### config.mk
export PLATFORM = sky130hd
export DESIGN_NAME = stopwatch_controller_core
export DESIGN_NICKNAME = d
export VERILOG_FILES = /design/src/swc_pkg.sv /design/src/swc_button.sv /design/src/stopwatch_controller_core.sv
export SDC_FILE = /design/constraint.sdc
export NUM_CORES = 1
export LEC_CHECK = 0
export BUFFER_PORTS_ARGS = -buffer_cell sky130_fd_sc_hd__buf_2
export CELL_PAD_IN_SITES_DETAIL_PLACEMENT = 1
export CELL_PAD_IN_SITES_GLOBAL_PLACEMENT = 2
export CORE_ASPECT_RATIO = 1.5
export CORE_UTILIZATION = 31
export DETAILED_ROUTE_END_ITERATION = 12
export PLACE_DENSITY = 0.74
export SYNTH_ARGS = -nofsm -noshare
export SYNTH_HDL_FRONTEND = slang
export SYNTH_SLANG_ARGS = --single-unit
export TNS_END_PERCENT = 50
### constraint.sdc
create_clock -name clk -period 3.4 [get_ports clk]
set_input_delay 0.51 -clock clk [delete_from_list [all_inputs] [get_ports clk]]
set_output_delay 0.51 -clock clk [all_outputs]
set_load 0.005 [all_outputs]
### src/swc_pkg.sv
package swc_pkg;

  // Field widths
  localparam int HOUR_BITS  = 8;
  localparam int TICK_W     = 8;
  localparam int DEB_W      = 8;
  localparam int TIMER_W    = 16;
  localparam int HUND_W     = 7;
  localparam int SEC_W      = 6;
  localparam int MIN_W      = 6;
  localparam int MODE_W     = 2;
  localparam int EV_W       = 2;
  localparam int APB_DW     = 32;
  localparam int APB_AW     = 4;

  // Wrap points of the time digits
  localparam logic [HUND_W:0] HUND_WRAP = 8'd100;
  localparam logic [SEC_W:0]  SEC_WRAP  = 7'd60;
  localparam logic [MIN_W:0]  MIN_WRAP  = 7'd60;

  // Classified press events
  localparam logic [EV_W-1:0] EV_NONE  = 2'd0;
  localparam logic [EV_W-1:0] EV_SHORT = 2'd1;
  localparam logic [EV_W-1:0] EV_LONG  = 2'd2;

  // Stopwatch modes
  localparam logic [MODE_W-1:0] MODE_STOPPED = 2'd0;
  localparam logic [MODE_W-1:0] MODE_RUNNING = 2'd1;
  localparam logic [MODE_W-1:0] MODE_PAUSED  = 2'd2;

  // Register indexes (word address)
  localparam logic [1:0] REG_TICKS_PER_HUND = 2'd0;
  localparam logic [1:0] REG_DEBOUNCE       = 2'd1;
  localparam logic [1:0] REG_LONG_HOLD      = 2'd2;
  localparam logic [1:0] REG_BEEP_HUND      = 2'd3;

  // Register reset values
  localparam logic [TICK_W-1:0]  RST_TICKS_PER_HUND = 8'd2;
  localparam logic [DEB_W-1:0]   RST_DEBOUNCE       = 8'd10;
  localparam logic [TIMER_W-1:0] RST_LONG_HOLD      = 16'd200;
  localparam logic [HUND_W-1:0]  RST_BEEP_HUND      = 7'd10;

endpackage

### src/swc_button.sv
module swc_button (
  input  logic                              clk,
  input  logic                              rst_n,
  input  logic                              step,
  input  logic                              level,
  input  logic [swc_pkg::DEB_W-1:0]         debounce_ticks,
  input  logic [swc_pkg::TIMER_W-1:0]       long_hold_ticks,
  output logic [swc_pkg::EV_W-1:0]          press_event
);

  typedef enum logic [2:0] {
    PH_READY     = 3'd0,
    PH_DEB_PRESS = 3'd1,
    PH_WAIT_REL  = 3'd2,
    PH_WAIT_LONG = 3'd3,
    PH_DEB_REL   = 3'd4
  } phase_t;

  phase_t                         phase_r, phase_nxt;
  logic [swc_pkg::TIMER_W-1:0]    timer_r, timer_nxt;
  logic                           long_r, long_nxt;
  logic [swc_pkg::TIMER_W-1:0]    deb_load;

  assign deb_load = {{(swc_pkg::TIMER_W-swc_pkg::DEB_W){1'b0}}, debounce_ticks};

  // Press classifier: debounce, hold timing, release debounce
  always_comb begin
    phase_nxt   = phase_r;
    timer_nxt   = timer_r;
    long_nxt    = long_r;
    press_event = swc_pkg::EV_NONE;
    case (phase_r)
      PH_READY: begin
        if (level) begin
          timer_nxt = deb_load;
          phase_nxt = PH_DEB_PRESS;
        end
      end
      PH_DEB_PRESS: begin
        if (timer_r == '0) begin
          timer_nxt = long_hold_ticks;
          phase_nxt = PH_WAIT_REL;
        end else begin
          timer_nxt = timer_r - 1'b1;
        end
      end
      PH_WAIT_REL: begin
        if (!level) begin
          timer_nxt = deb_load;
          phase_nxt = PH_DEB_REL;
        end else if (timer_r != '0) begin
          timer_nxt = timer_r - 1'b1;
        end else begin
          phase_nxt = PH_WAIT_LONG;
        end
      end
      PH_WAIT_LONG: begin
        if (!level) begin
          long_nxt  = 1'b1;
          timer_nxt = deb_load;
          phase_nxt = PH_DEB_REL;
        end
      end
      PH_DEB_REL: begin
        if (timer_r == '0) begin
          press_event = long_r ? swc_pkg::EV_LONG : swc_pkg::EV_SHORT;
          long_nxt    = 1'b0;
          phase_nxt   = PH_READY;
        end else begin
          timer_nxt = timer_r - 1'b1;
        end
      end
      default: begin
        phase_nxt = PH_READY;
        timer_nxt = '0;
      end
    endcase
  end

  always_ff @(posedge clk) begin
    if (!rst_n) begin
      phase_r <= PH_READY;
      timer_r <= '0;
      long_r  <= 1'b0;
    end else if (step) begin
      phase_r <= phase_nxt;
      timer_r <= timer_nxt;
      long_r  <= long_nxt;
    end
  end

  // A long press is only flagged once the hold wait has run out
  a_long_from_wait: assert property (@(posedge clk) disable iff (!rst_n)
    step && !long_r && long_nxt |-> phase_r == PH_WAIT_LONG)
    else $error("long flag set outside long hold wait");

  // Any event leaves the classifier ready with the long flag cleared
  a_event_ready: assert property (@(posedge clk) disable iff (!rst_n)
    step && press_event != swc_pkg::EV_NONE |=> phase_r == PH_READY && !long_r)
    else $error("classifier not ready after event");

  // Debounce of a press ignores the level
  a_deb_press: assert property (@(posedge clk) disable iff (!rst_n)
    step && phase_r == PH_DEB_PRESS && timer_r != '0 |=> phase_r == PH_DEB_PRESS)
    else $error("press debounce left early");

endmodule

### src/stopwatch_controller_core.sv
// Stopwatch controller. Each input transfer is one base tick carrying the
// button level; each tick yields exactly one result transfer holding the mode,
// the elapsed time, the beep flag and the press classified on that tick. A new
// tick can be taken every clock cycle, and its result is in the output
// register in the cycle after the tick. A new tick is taken in the same cycle
// that the waiting result is taken. Only a stalled, full output register
// holds off the input. The four registers (ticks per hundredth, debounce
// ticks, long hold ticks, beep hundredth) sit at byte addresses 0, 4, 8 and
// 12; the user must write them only while the block is idle, which the block
// does not enforce. No clearing pass is needed after reset.
module stopwatch_controller_core (
  input  logic                              clk,
  input  logic                              rst_n,
  // tick input
  input  logic                              in_valid,
  output logic                              in_stall,
  input  logic                              in_button_level,
  // result output
  output logic                              out_valid,
  input  logic                              out_stall,
  output logic [swc_pkg::MODE_W-1:0]        out_mode,
  output logic [swc_pkg::HOUR_BITS-1:0]     out_hours,
  output logic [swc_pkg::MIN_W-1:0]         out_minutes,
  output logic [swc_pkg::SEC_W-1:0]         out_seconds,
  output logic [swc_pkg::HUND_W-1:0]        out_hundredths,
  output logic                              out_beep_on,
  output logic [swc_pkg::EV_W-1:0]          out_press_event,
  // register port
  input  logic                              psel,
  input  logic                              penable,
  input  logic                              pwrite,
  input  logic [swc_pkg::APB_AW-1:0]        paddr,
  input  logic [swc_pkg::APB_DW-1:0]        pwdata,
  output logic [swc_pkg::APB_DW-1:0]        prdata,
  output logic                              pready
);

  logic [swc_pkg::TICK_W-1:0]     tph_r;
  logic [swc_pkg::DEB_W-1:0]      deb_r;
  logic [swc_pkg::TIMER_W-1:0]    hold_r;
  logic [swc_pkg::HUND_W-1:0]     beep_hund_r;

  logic [swc_pkg::MODE_W-1:0]     mode_r, mode_nxt;
  logic [swc_pkg::TICK_W-1:0]     pre_r, pre_nxt;
  logic [swc_pkg::HUND_W-1:0]     hund_r, hund_nxt;
  logic [swc_pkg::SEC_W-1:0]      sec_r, sec_nxt;
  logic [swc_pkg::MIN_W-1:0]      min_r, min_nxt;
  logic [swc_pkg::HOUR_BITS-1:0]  hour_r, hour_nxt;
  logic                           beep_r, beep_nxt;

  logic                           res_valid_r;
  logic [swc_pkg::MODE_W-1:0]     res_mode_r;
  logic [swc_pkg::HOUR_BITS-1:0]  res_hour_r;
  logic [swc_pkg::MIN_W-1:0]      res_min_r;
  logic [swc_pkg::SEC_W-1:0]      res_sec_r;
  logic [swc_pkg::HUND_W-1:0]     res_hund_r;
  logic                           res_beep_r;
  logic [swc_pkg::EV_W-1:0]       res_ev_r;

  logic                           accept;
  logic                           cfg_wr;
  logic [1:0]                     reg_idx;
  logic [swc_pkg::EV_W-1:0]       ev;
  logic [swc_pkg::TICK_W:0]       pre_inc;
  logic [swc_pkg::HUND_W:0]       hund_inc;
  logic [swc_pkg::SEC_W:0]        sec_inc;
  logic [swc_pkg::MIN_W:0]        min_inc;

  assign in_stall = res_valid_r && out_stall;
  assign accept   = in_valid && !in_stall;

  // Register port
  assign pready  = 1'b1;
  assign cfg_wr  = psel && penable && pwrite;
  assign reg_idx = paddr[3:2];

  always_ff @(posedge clk) begin
    if (!rst_n) begin
      tph_r       <= swc_pkg::RST_TICKS_PER_HUND;
      deb_r       <= swc_pkg::RST_DEBOUNCE;
      hold_r      <= swc_pkg::RST_LONG_HOLD;
      beep_hund_r <= swc_pkg::RST_BEEP_HUND;
    end else if (cfg_wr) begin
      case (reg_idx)
        swc_pkg::REG_TICKS_PER_HUND: tph_r       <= pwdata[swc_pkg::TICK_W-1:0];
        swc_pkg::REG_DEBOUNCE:       deb_r       <= pwdata[swc_pkg::DEB_W-1:0];
        swc_pkg::REG_LONG_HOLD:      hold_r      <= pwdata[swc_pkg::TIMER_W-1:0];
        swc_pkg::REG_BEEP_HUND:      beep_hund_r <= pwdata[swc_pkg::HUND_W-1:0];
        default: ;
      endcase
    end
  end

  always_comb begin
    case (reg_idx)
      swc_pkg::REG_TICKS_PER_HUND:
        prdata = {{(swc_pkg::APB_DW-swc_pkg::TICK_W){1'b0}}, tph_r};
      swc_pkg::REG_DEBOUNCE:
        prdata = {{(swc_pkg::APB_DW-swc_pkg::DEB_W){1'b0}}, deb_r};
      swc_pkg::REG_LONG_HOLD:
        prdata = {{(swc_pkg::APB_DW-swc_pkg::TIMER_W){1'b0}}, hold_r};
      swc_pkg::REG_BEEP_HUND:
        prdata = {{(swc_pkg::APB_DW-swc_pkg::HUND_W){1'b0}}, beep_hund_r};
      default: prdata = '0;
    endcase
  end

  // Press classifier
  swc_button u_button (
    .clk             (clk),
    .rst_n           (rst_n),
    .step            (accept),
    .level           (in_button_level),
    .debounce_ticks  (deb_r),
    .long_hold_ticks (hold_r),
    .press_event     (ev)
  );

  assign pre_inc  = {1'b0, pre_r} + 1'b1;
  assign hund_inc = {1'b0, hund_r} + 1'b1;
  assign sec_inc  = {1'b0, sec_r} + 1'b1;
  assign min_inc  = {1'b0, min_r} + 1'b1;

  // Time count with the mode at the start of the tick, then the mode update
  always_comb begin
    pre_nxt  = pre_r;
    hund_nxt = hund_r;
    sec_nxt  = sec_r;
    min_nxt  = min_r;
    hour_nxt = hour_r;
    beep_nxt = beep_r;
    mode_nxt = mode_r;

    if (mode_r == swc_pkg::MODE_RUNNING) begin
      if (pre_inc < {1'b0, tph_r}) begin
        pre_nxt = pre_inc[swc_pkg::TICK_W-1:0];
      end else begin
        pre_nxt  = '0;
        hund_nxt = hund_inc[swc_pkg::HUND_W-1:0];
        if (hund_inc == {1'b0, beep_hund_r}) begin
          beep_nxt = 1'b0;
        end
        if (hund_inc >= swc_pkg::HUND_WRAP) begin
          hund_nxt = '0;
          beep_nxt = 1'b1;
          sec_nxt  = sec_inc[swc_pkg::SEC_W-1:0];
          if (sec_inc >= swc_pkg::SEC_WRAP) begin
            sec_nxt = '0;
            min_nxt = min_inc[swc_pkg::MIN_W-1:0];
            if (min_inc >= swc_pkg::MIN_WRAP) begin
              min_nxt  = '0;
              hour_nxt = hour_r + 1'b1;
            end
          end
        end
      end
    end

    if (ev != swc_pkg::EV_NONE) begin
      case (mode_r)
        swc_pkg::MODE_RUNNING: begin
          if (ev == swc_pkg::EV_SHORT) begin
            mode_nxt = swc_pkg::MODE_PAUSED;
          end
        end
        swc_pkg::MODE_PAUSED: begin
          if (ev == swc_pkg::EV_SHORT) begin
            mode_nxt = swc_pkg::MODE_RUNNING;
          end else begin
            mode_nxt = swc_pkg::MODE_STOPPED;
            pre_nxt  = '0;
            hund_nxt = '0;
            sec_nxt  = '0;
            min_nxt  = '0;
            hour_nxt = '0;
            beep_nxt = 1'b0;
          end
        end
        default: mode_nxt = swc_pkg::MODE_RUNNING;
      endcase
    end
  end

  // Stopwatch state
  always_ff @(posedge clk) begin
    if (!rst_n) begin
      mode_r <= swc_pkg::MODE_STOPPED;
      pre_r  <= '0;
      hund_r <= '0;
      sec_r  <= '0;
      min_r  <= '0;
      hour_r <= '0;
      beep_r <= 1'b0;
    end else if (accept) begin
      mode_r <= mode_nxt;
      pre_r  <= pre_nxt;
      hund_r <= hund_nxt;
      sec_r  <= sec_nxt;
      min_r  <= min_nxt;
      hour_r <= hour_nxt;
      beep_r <= beep_nxt;
    end
  end

  // Result register
  always_ff @(posedge clk) begin
    if (!rst_n) begin
      res_valid_r <= 1'b0;
    end else if (accept) begin
      res_valid_r <= 1'b1;
    end else if (!out_stall) begin
      res_valid_r <= 1'b0;
    end
  end

  always_ff @(posedge clk) begin
    if (accept) begin
      res_mode_r <= mode_nxt;
      res_hour_r <= hour_nxt;
      res_min_r  <= min_nxt;
      res_sec_r  <= sec_nxt;
      res_hund_r <= hund_nxt;
      res_beep_r <= beep_nxt;
      res_ev_r   <= ev;
    end
  end

  assign out_valid       = res_valid_r;
  assign out_mode        = res_mode_r;
  assign out_hours       = res_hour_r;
  assign out_minutes     = res_min_r;
  assign out_seconds     = res_sec_r;
  assign out_hundredths  = res_hund_r;
  assign out_beep_on     = res_beep_r;
  assign out_press_event = res_ev_r;

  // Digits stay in range
  a_digits: assert property (@(posedge clk) disable iff (!rst_n)
    {1'b0, hund_r} < swc_pkg::HUND_WRAP && {1'b0, sec_r} < swc_pkg::SEC_WRAP
      && {1'b0, min_r} < swc_pkg::MIN_WRAP)
    else $error("time digit out of range");

  // Time only moves while running or on a clear
  a_time_hold: assert property (@(posedge clk) disable iff (!rst_n)
    !(accept && (mode_r == swc_pkg::MODE_RUNNING || ev == swc_pkg::EV_LONG))
      |=> $stable(hund_r) && $stable(sec_r) && $stable(pre_r))
    else $error("time moved while not running");

  // Long press while paused clears everything
  a_clear: assert property (@(posedge clk) disable iff (!rst_n)
    accept && ev == swc_pkg::EV_LONG && mode_r == swc_pkg::MODE_PAUSED
      |=> mode_r == swc_pkg::MODE_STOPPED && hund_r == '0 && sec_r == '0
        && min_r == '0 && hour_r == '0 && !beep_r)
    else $error("clear incomplete");

  // Input is held off only behind a full, stalled result
  a_stall: assert property (@(posedge clk) disable iff (!rst_n)
    in_stall |-> res_valid_r)
    else $error("input stalled with empty result register");

endmodule

# ---- Yosys cells after proc, flatten, opt, wreduce, memory -nomap -nowiden
# Index checks and enable logic that the tools add are counted.
# Widths: inputs -> output; s select.
dict set report classes {
  add_sub_neg 6
  n_reduce_logical 18
  n_lt_le_gt_ge 4
  eq_ne 19
  n_mul 0
  bitwise 0
  n_shift 0
  muxes 68
  div 0
}
# cell n
set op_table {}
lappend op_table {{$pmux 32 s4} 1}
lappend op_table {{$mux 8} 13}
lappend op_table {{$mux 16} 6}
lappend op_table {{$mux 6} 15}
lappend op_table {{$pmux 16 s5} 1}
lappend op_table {{$mux 7} 6}
lappend op_table {{$mux 3} 6}
lappend op_table {{$logic_not 16->1} 1}
lappend op_table {{$reduce_bool 16->1} 1}
lappend op_table {{$sub 16x1->16 const B} 1}
lappend op_table {{$pmux 3 s5} 1}
lappend op_table {{$add 6x1->7 const B} 2}
lappend op_table {{$ge 7x6->1 const B} 2}
lappend op_table {{$mux 1} 12}
lappend op_table {{$mux 2} 5}
lappend op_table {{$add 8x1->9 const B} 1}
lappend op_table {{$lt 9x8->1} 1}
lappend op_table {{$add 7x1->8 const B} 1}
lappend op_table {{$add 8x1->8 const B} 1}
lappend op_table {{$eq 8x7->1} 1}
lappend op_table {{$ge 8x7->1 const B} 1}
lappend op_table {{$reduce_and 2->1} 4}
lappend op_table {{$eq 2x1->1 const B} 3}
lappend op_table {{$eq 2x2->1 const B} 3}
lappend op_table {{17 further kinds} 26}
dict set report totals {
  latch_bits 0
  input_bits 44
  out_inout_bits 67
  mem_bits_ro 0
  wordCells 137
  register_bits 130
  memories 0
  mem_bits_rw 0
}

# ---- Logic depth before layout (Yosys ltp)
dict set report depth {
  word_depth 10
  depth_mapped 15
  depth_no_buf 12
}

# ---- Hierarchy
# A second synthesis with hierarchy kept.
dict set report unflattened {
  cells_unflattened 846
  area_unflattened_um2 7417.1
}
# module seq_area_each_um2 instances area_per_inst_um2 cells_each
set modules_own_cells {}
lappend modules_own_cells {stopwatch_controller_core 2522.4 1 6038.3 681}
lappend modules_own_cells {swc_button 400.4 1 1378.8 165}

# ---- Worst setup path after synthesis
# No wires, ideal clock.
dict set report synth_path {
  kind {register -> register}
  start {reg pre_r[0] in the netlist's numbering}
  end {reg hour_r[6] in the netlist's numbering}
  stages_incl_launch_ff 13
  period_less_slack_ns 3.219
  path_buffers 0
  slack_ns 0.181
  t_arrival_ns 3.157
  path_cell_list {dfxtp_1 -> ha_1 -> and3_1 -> and3_1 -> xor2_1 -> ha_1 -> and3_1 -> nand3_1 -> o211ai_1 -> nand2_1 -> or4_4 -> or4_1 -> nand3_1}
}
dict set report synth_between {
  elab_chain_len 7
}
# item line
set synth_rtl {}
lappend synth_rtl {{start: declaration} stopwatch_controller_core.sv:44} ;# logic [swc_pkg::TICK_W-1:0] pre_r, pre_nxt;
lappend synth_rtl {{start signal: assignment} stopwatch_controller_core.sv:196} ;# pre_r <= pre_nxt;
lappend synth_rtl {{$add 8x1->9 (*)} stopwatch_controller_core.sv:119} ;# assign pre_inc = {1'b0, pre_r} + 1'b1;
lappend synth_rtl {{$lt 9x8->1 (*)} stopwatch_controller_core.sv:135} ;# if (pre_inc < {1'b0, tph_r}) begin
lappend synth_rtl {{$mux 8 (*)} stopwatch_controller_core.sv:135}
lappend synth_rtl {{$mux 8 (*)} stopwatch_controller_core.sv:134} ;# if (mode_r == swc_pkg::MODE_RUNNING) begin
lappend synth_rtl {{$mux 8} stopwatch_controller_core.sv:167} ;# if (ev == swc_pkg::EV_SHORT) begin
lappend synth_rtl {{$mux 8} stopwatch_controller_core.sv:160} ;# case (mode_r)
lappend synth_rtl {{$mux 8 (*)} stopwatch_controller_core.sv:159} ;# if (ev != swc_pkg::EV_NONE) begin
lappend synth_rtl {{end signal: assignment} stopwatch_controller_core.sv:200} ;# hour_r <= hour_nxt;
lappend synth_rtl {{end: declaration} stopwatch_controller_core.sv:48} ;# logic [swc_pkg::HOUR_BITS-1:0] hour_r, hour_nxt;
# Mark *: on every way between the ends. The rest lies on a longest branch, timed or not.
# A chain may end at the register's enable or synchronous reset.

# ---- Worst setup path after layout
dict set report layout_path {
  start {reg pre_r[1] in the netlist's numbering}
  end {reg res_hour_r, in the netlist out_hours[4], data pin}
}
dict set report layout_between {
  elab_chain_len 7
}
# item line
set layout_rtl {}
lappend layout_rtl {{$add 8x1->9 (*)} stopwatch_controller_core.sv:119}
lappend layout_rtl {{$lt 9x8->1 (*)} stopwatch_controller_core.sv:135}
lappend layout_rtl {{$mux 8 (*)} stopwatch_controller_core.sv:135}
lappend layout_rtl {{$mux 8 (*)} stopwatch_controller_core.sv:134}
lappend layout_rtl {{$mux 8} stopwatch_controller_core.sv:167}
lappend layout_rtl {{$mux 8} stopwatch_controller_core.sv:160}
lappend layout_rtl {{$mux 8 (*)} stopwatch_controller_core.sv:159}
lappend layout_rtl {{via hour_nxt (one bit)} stopwatch_controller_core.sv:48}
lappend layout_rtl {{end signal: assignment} stopwatch_controller_core.sv:219} ;# res_hour_r <= hour_nxt;
lappend layout_rtl {{end: declaration} stopwatch_controller_core.sv:53} ;# logic [swc_pkg::HOUR_BITS-1:0] res_hour_r;
# The timed path passes the listed nets; every way through them passes the cells marked *.

==> run metrics <==
Die H=192 microns; Hold Path Class=input pin to register; Clk Latency, worst-skew pair=430 ps; Synth Instances=around 870; Ports=around 110; area post-placement=approximately 8000 sq um; Final ANT Viol Nets=0; vias in the first global route=6,915; Post-Route WL=between 20 and 25 mm; die width=128 microns; CTS buffer count=17; count of cell types in the netlist=70; final core occ=a little under two fifths; final setup skew=~10 ps; core box area=23,700 sq um; crit share post-route=95.7%; fmax=between 300 and 400 MHz; Crit-path slowest cell=o211ai_1; # rows=69; status=finished, final reports clean; Sink Count=130; Worst Path Max Fanout=12; hold path startpoint=in_valid; Final setup viols=0; Post-route DRC=0; DRT Pass-1 Iters=4; Main synth FF type=dfxtp_1; # Max-Cap Violations=0; hold_ws=~300 ps; Max Slew Vio Count=0; hold depth=2; slew at the pin closest to its max-slew limit=900 ps; reg2reg setup slack=between 100 and 150 ps; clk buf depth=2; P&R area growth vs syn=19.9%; register area=~2900 sq um; Final Non-Filler Cells=roughly 1.3k; worst r2r src=pre_r[1]$_SDFFE_PN0P_; DR WL/cell=approximately 18 microns; # hold bufs at CTS=0; Routability Congestion=0.810; CTS clk-pin slew, worst paths=roughly 60 ps; Avg Cell Area, Syn=8.59 sq um; EDFF count, synth=32; Min Clock Period, post-route=3250 ps; final net count=roughly 1.0k; via count=about 6.8k; Req. time, crit path=3580 ps; Initial Util=about a third; gr ovfl total=0; synthesized flop and latch total=between 100 and 150; Clk Tree Root Cell=clkbuf_16; crit-path cells=and3_1 > and3_4 > nand3_2 > xnor2_2 > ha_1 > and3_4 > nand3_2 > o211ai_1 > nand2_1 > buf_6 > nor4_2 > buf_4 > xnor2_1 > nor2_1; # fillers=between 2k and 3k; Leak=roughly 3.5 nW; Final Hold Viols=0; Ys Warns=0; CP Capture Type=register; Worst Setup Start Kind=register; Worst Path Arrival=around 3400 ps; first-pass GRT wire length=roughly 37 mm; largest net degree at the start of global routing=between 50 and 60; GRT Total Usage=19.5%; Power Dens Cells=about 450 nW/um^2; drt via density=5.30; number of port buffers=75; Ant. Diodes=0; initial antenna violation count=0; Worst IR Drop VDD=around 0.33 mV; die area=24,600 sq um; Synth Cell Area=between 7000 and 8000 sq um; hold path endpoint=out_valid$_SDFFE_PN0P_; share of layout cells above drive strength 1=19.5%; CP Class=register to register; initial DRC count=230; fraction of registers with async set/reset=0%; fin area=between 8000 and 9000 sq um; Rel. slew slack=about two fifths; Multi-input gate area=approximately 4200 sq um; Tot Pwr=between 0.004 and 0.005 W; CTS tree=done; Placed Cells=1,248; sequential area share after synthesis=between 30% and 40%; R2R depth=14; RR Endpoint=out_hours[4]$_DFFE_PP_; Largest stage delay, worst path=430 ps; hpwl dp=16.8 mm; H-tree depth=4
-- metal layers --
| layer | routed length, microns | GRT usage, % | part of all wire, % | vias to the layer above |
|---|---|---|---|---|
| met5 | 0 | 0 | 0 | - |
| met4 | 578 | 7.96 | 2.5 | 0 |
| met3 | 586 | 3.12 | 2.6 | 32 |
| met2 | 12200 | 36.5 | 54 | 121 |
| met1 | 9390 | 21.6 | 41 | 3342 |
| li1 | - | - | - | 3283 |
-- metrics by stage --
stage / setup WS [ps] / TNS (ps)
3_5_place_dp: 15.3 / 0
3_3_place_gp: 43.9 / 0
4_1_cts: -1.69 / -1.69
6_report: 145 / 0
2_1_floorplan: 181 / 0
5_1_grt: -13.3 / -38.7
-- cell usage in the layout, fill, tap and decap left out, drive strengths merged, types with 19 or more instances in the layout --
cell type and count:
buf 117, nand2 99, dfxtp 98, nor2 68
o21ai 68, a21oi 39, edfxtp 32, nand3 32
mux2i 31, nor2b 29, inv 22, nor3 21
clkbuf 19
-- area by class of cell --
| cell class | instances | area share, % |
|---|---|---|
| inverters | 20 | 0.842 |
| clock inverters | 12 | 1.46 |
| repair buffers | 117 | 7.83 |
| multi-input cells | 663 | 47.5 |
| well taps | 319 | 4.48 |
| flip-flops and latches | 130 | 32.8 |
| clock buffers | 19 | 5.09 |
-- where the power goes --
part,internal [W],switching (W)
logic,0.000191,0.000328
clock network,0.00112,0.000731
registers,0.00162,0.0000349
total,0.00294,0.00109
-- synth_stat cells, types with 6 or more instances --
library cell / instances / area share [%]
a32o_1: 8 / 1.1
xnor2_1: 15 / 1.8
o21ai_0: 65 / 4.4
a21oi_1: 39 / 2.6
or4_1: 6 / 0.61
a22oi_1: 16 / 1.6
nand3_1: 32 / 2.2
a22o_1: 8 / 0.94
nor2_1: 68 / 3.4
o31ai_1: 6 / 0.61
and2_1: 15 / 1.3
or3_1: 11 / 0.93
inv_1: 18 / 0.91
a31oi_1: 6 / 0.50
mux4_2: 7 / 2.1
nand2b_1: 7 / 0.59
dfxtp_1: 98 / 26
and3_1: 17 / 1.4
buf_4: 19 / 1.9
nand2_1: 98 / 4.9
a21boi_0: 10 / 1.0
edfxtp_1: 32 / 13
a21boi_1: 8 / 0.81
clkbuf_1: 36 / 1.8
nor2b_1: 29 / 2.4
nor3b_1: 6 / 0.61
nor3_1: 21 / 1.4
nand4_1: 15 / 1.3
mux2i_1: 31 / 4.2
ha_1: 16 / 2.7
xor2_1: 11 / 1.3
-- how the worst max path moves through the flow --
stage,to,slack [ps],start
after CTS,hour_r[6]$_SDFFE_PN0P_,-2,pre_r[0]$_SDFFE_PN0P_
after global routing,hour_r[6]$_SDFFE_PN0P_,-10,pre_r[1]$_SDFFE_PN0P_
after floorplan,hour_r[6]$_SDFFE_PN0P_,180,pre_r[0]$_SDFFE_PN0P_
after global placement,hour_r[6]$_SDFFE_PN0P_,40,pre_r[0]$_SDFFE_PN0P_
after detailed placement,hour_r[6]$_SDFFE_PN0P_,20,pre_r[0]$_SDFFE_PN0P_
final,out_hours[4]$_DFFE_PP_,150,pre_r[1]$_SDFFE_PN0P_
-- flip-flops by register name, indices dropped and copies added, names as in the netlist, 2 cells and up --
name / cells
beep_hund_r: 7
deb_r: 8
hold_r: 16
hour_r: 8
hund_r: 7
min_r: 6
mode_r: 2
out_hours: 8
out_hundredths: 7
out_minutes: 6
out_mode: 2
out_press_event: 2
out_seconds: 6
pre_r: 8
sec_r: 6
tph_r: 8
u_button.phase_r: 3
u_button.timer_r: 16
-- cell families (layout without fill, tap and decap cells) --
family	after synthesis	count (layout)	share of synthesized area, %
compound gates	217	217	19.1
xor+xnor	26	26	3.06
fa+ha+maj	16	16	2.69
buf+inv	88	168	5.70
flops	130	130	39.3
mux	39	39	6.44
other cells	2	17	0.101
simple gates	348	348	23.6
-- repair_timing --
action | 4_1_cts | 5_1_grt
resized for setup | 0 | 21
endpoints found under the setup margin | 1 | 45
setup buffers | 0 | 1
pin swaps | 0 | 9
-- worst max-delay path: cells and delay by family, from the launching register on --
family	cells	cell delay, ps
DFF	1	340
adders and majority gates	1	310
AOI/OAI and AO/OA	1	430
xor gates and xnor gates	2	270
and+or+nand+nor	8	1290
buffers and inverters	2	370
Power figures use the tool's default switching activity.
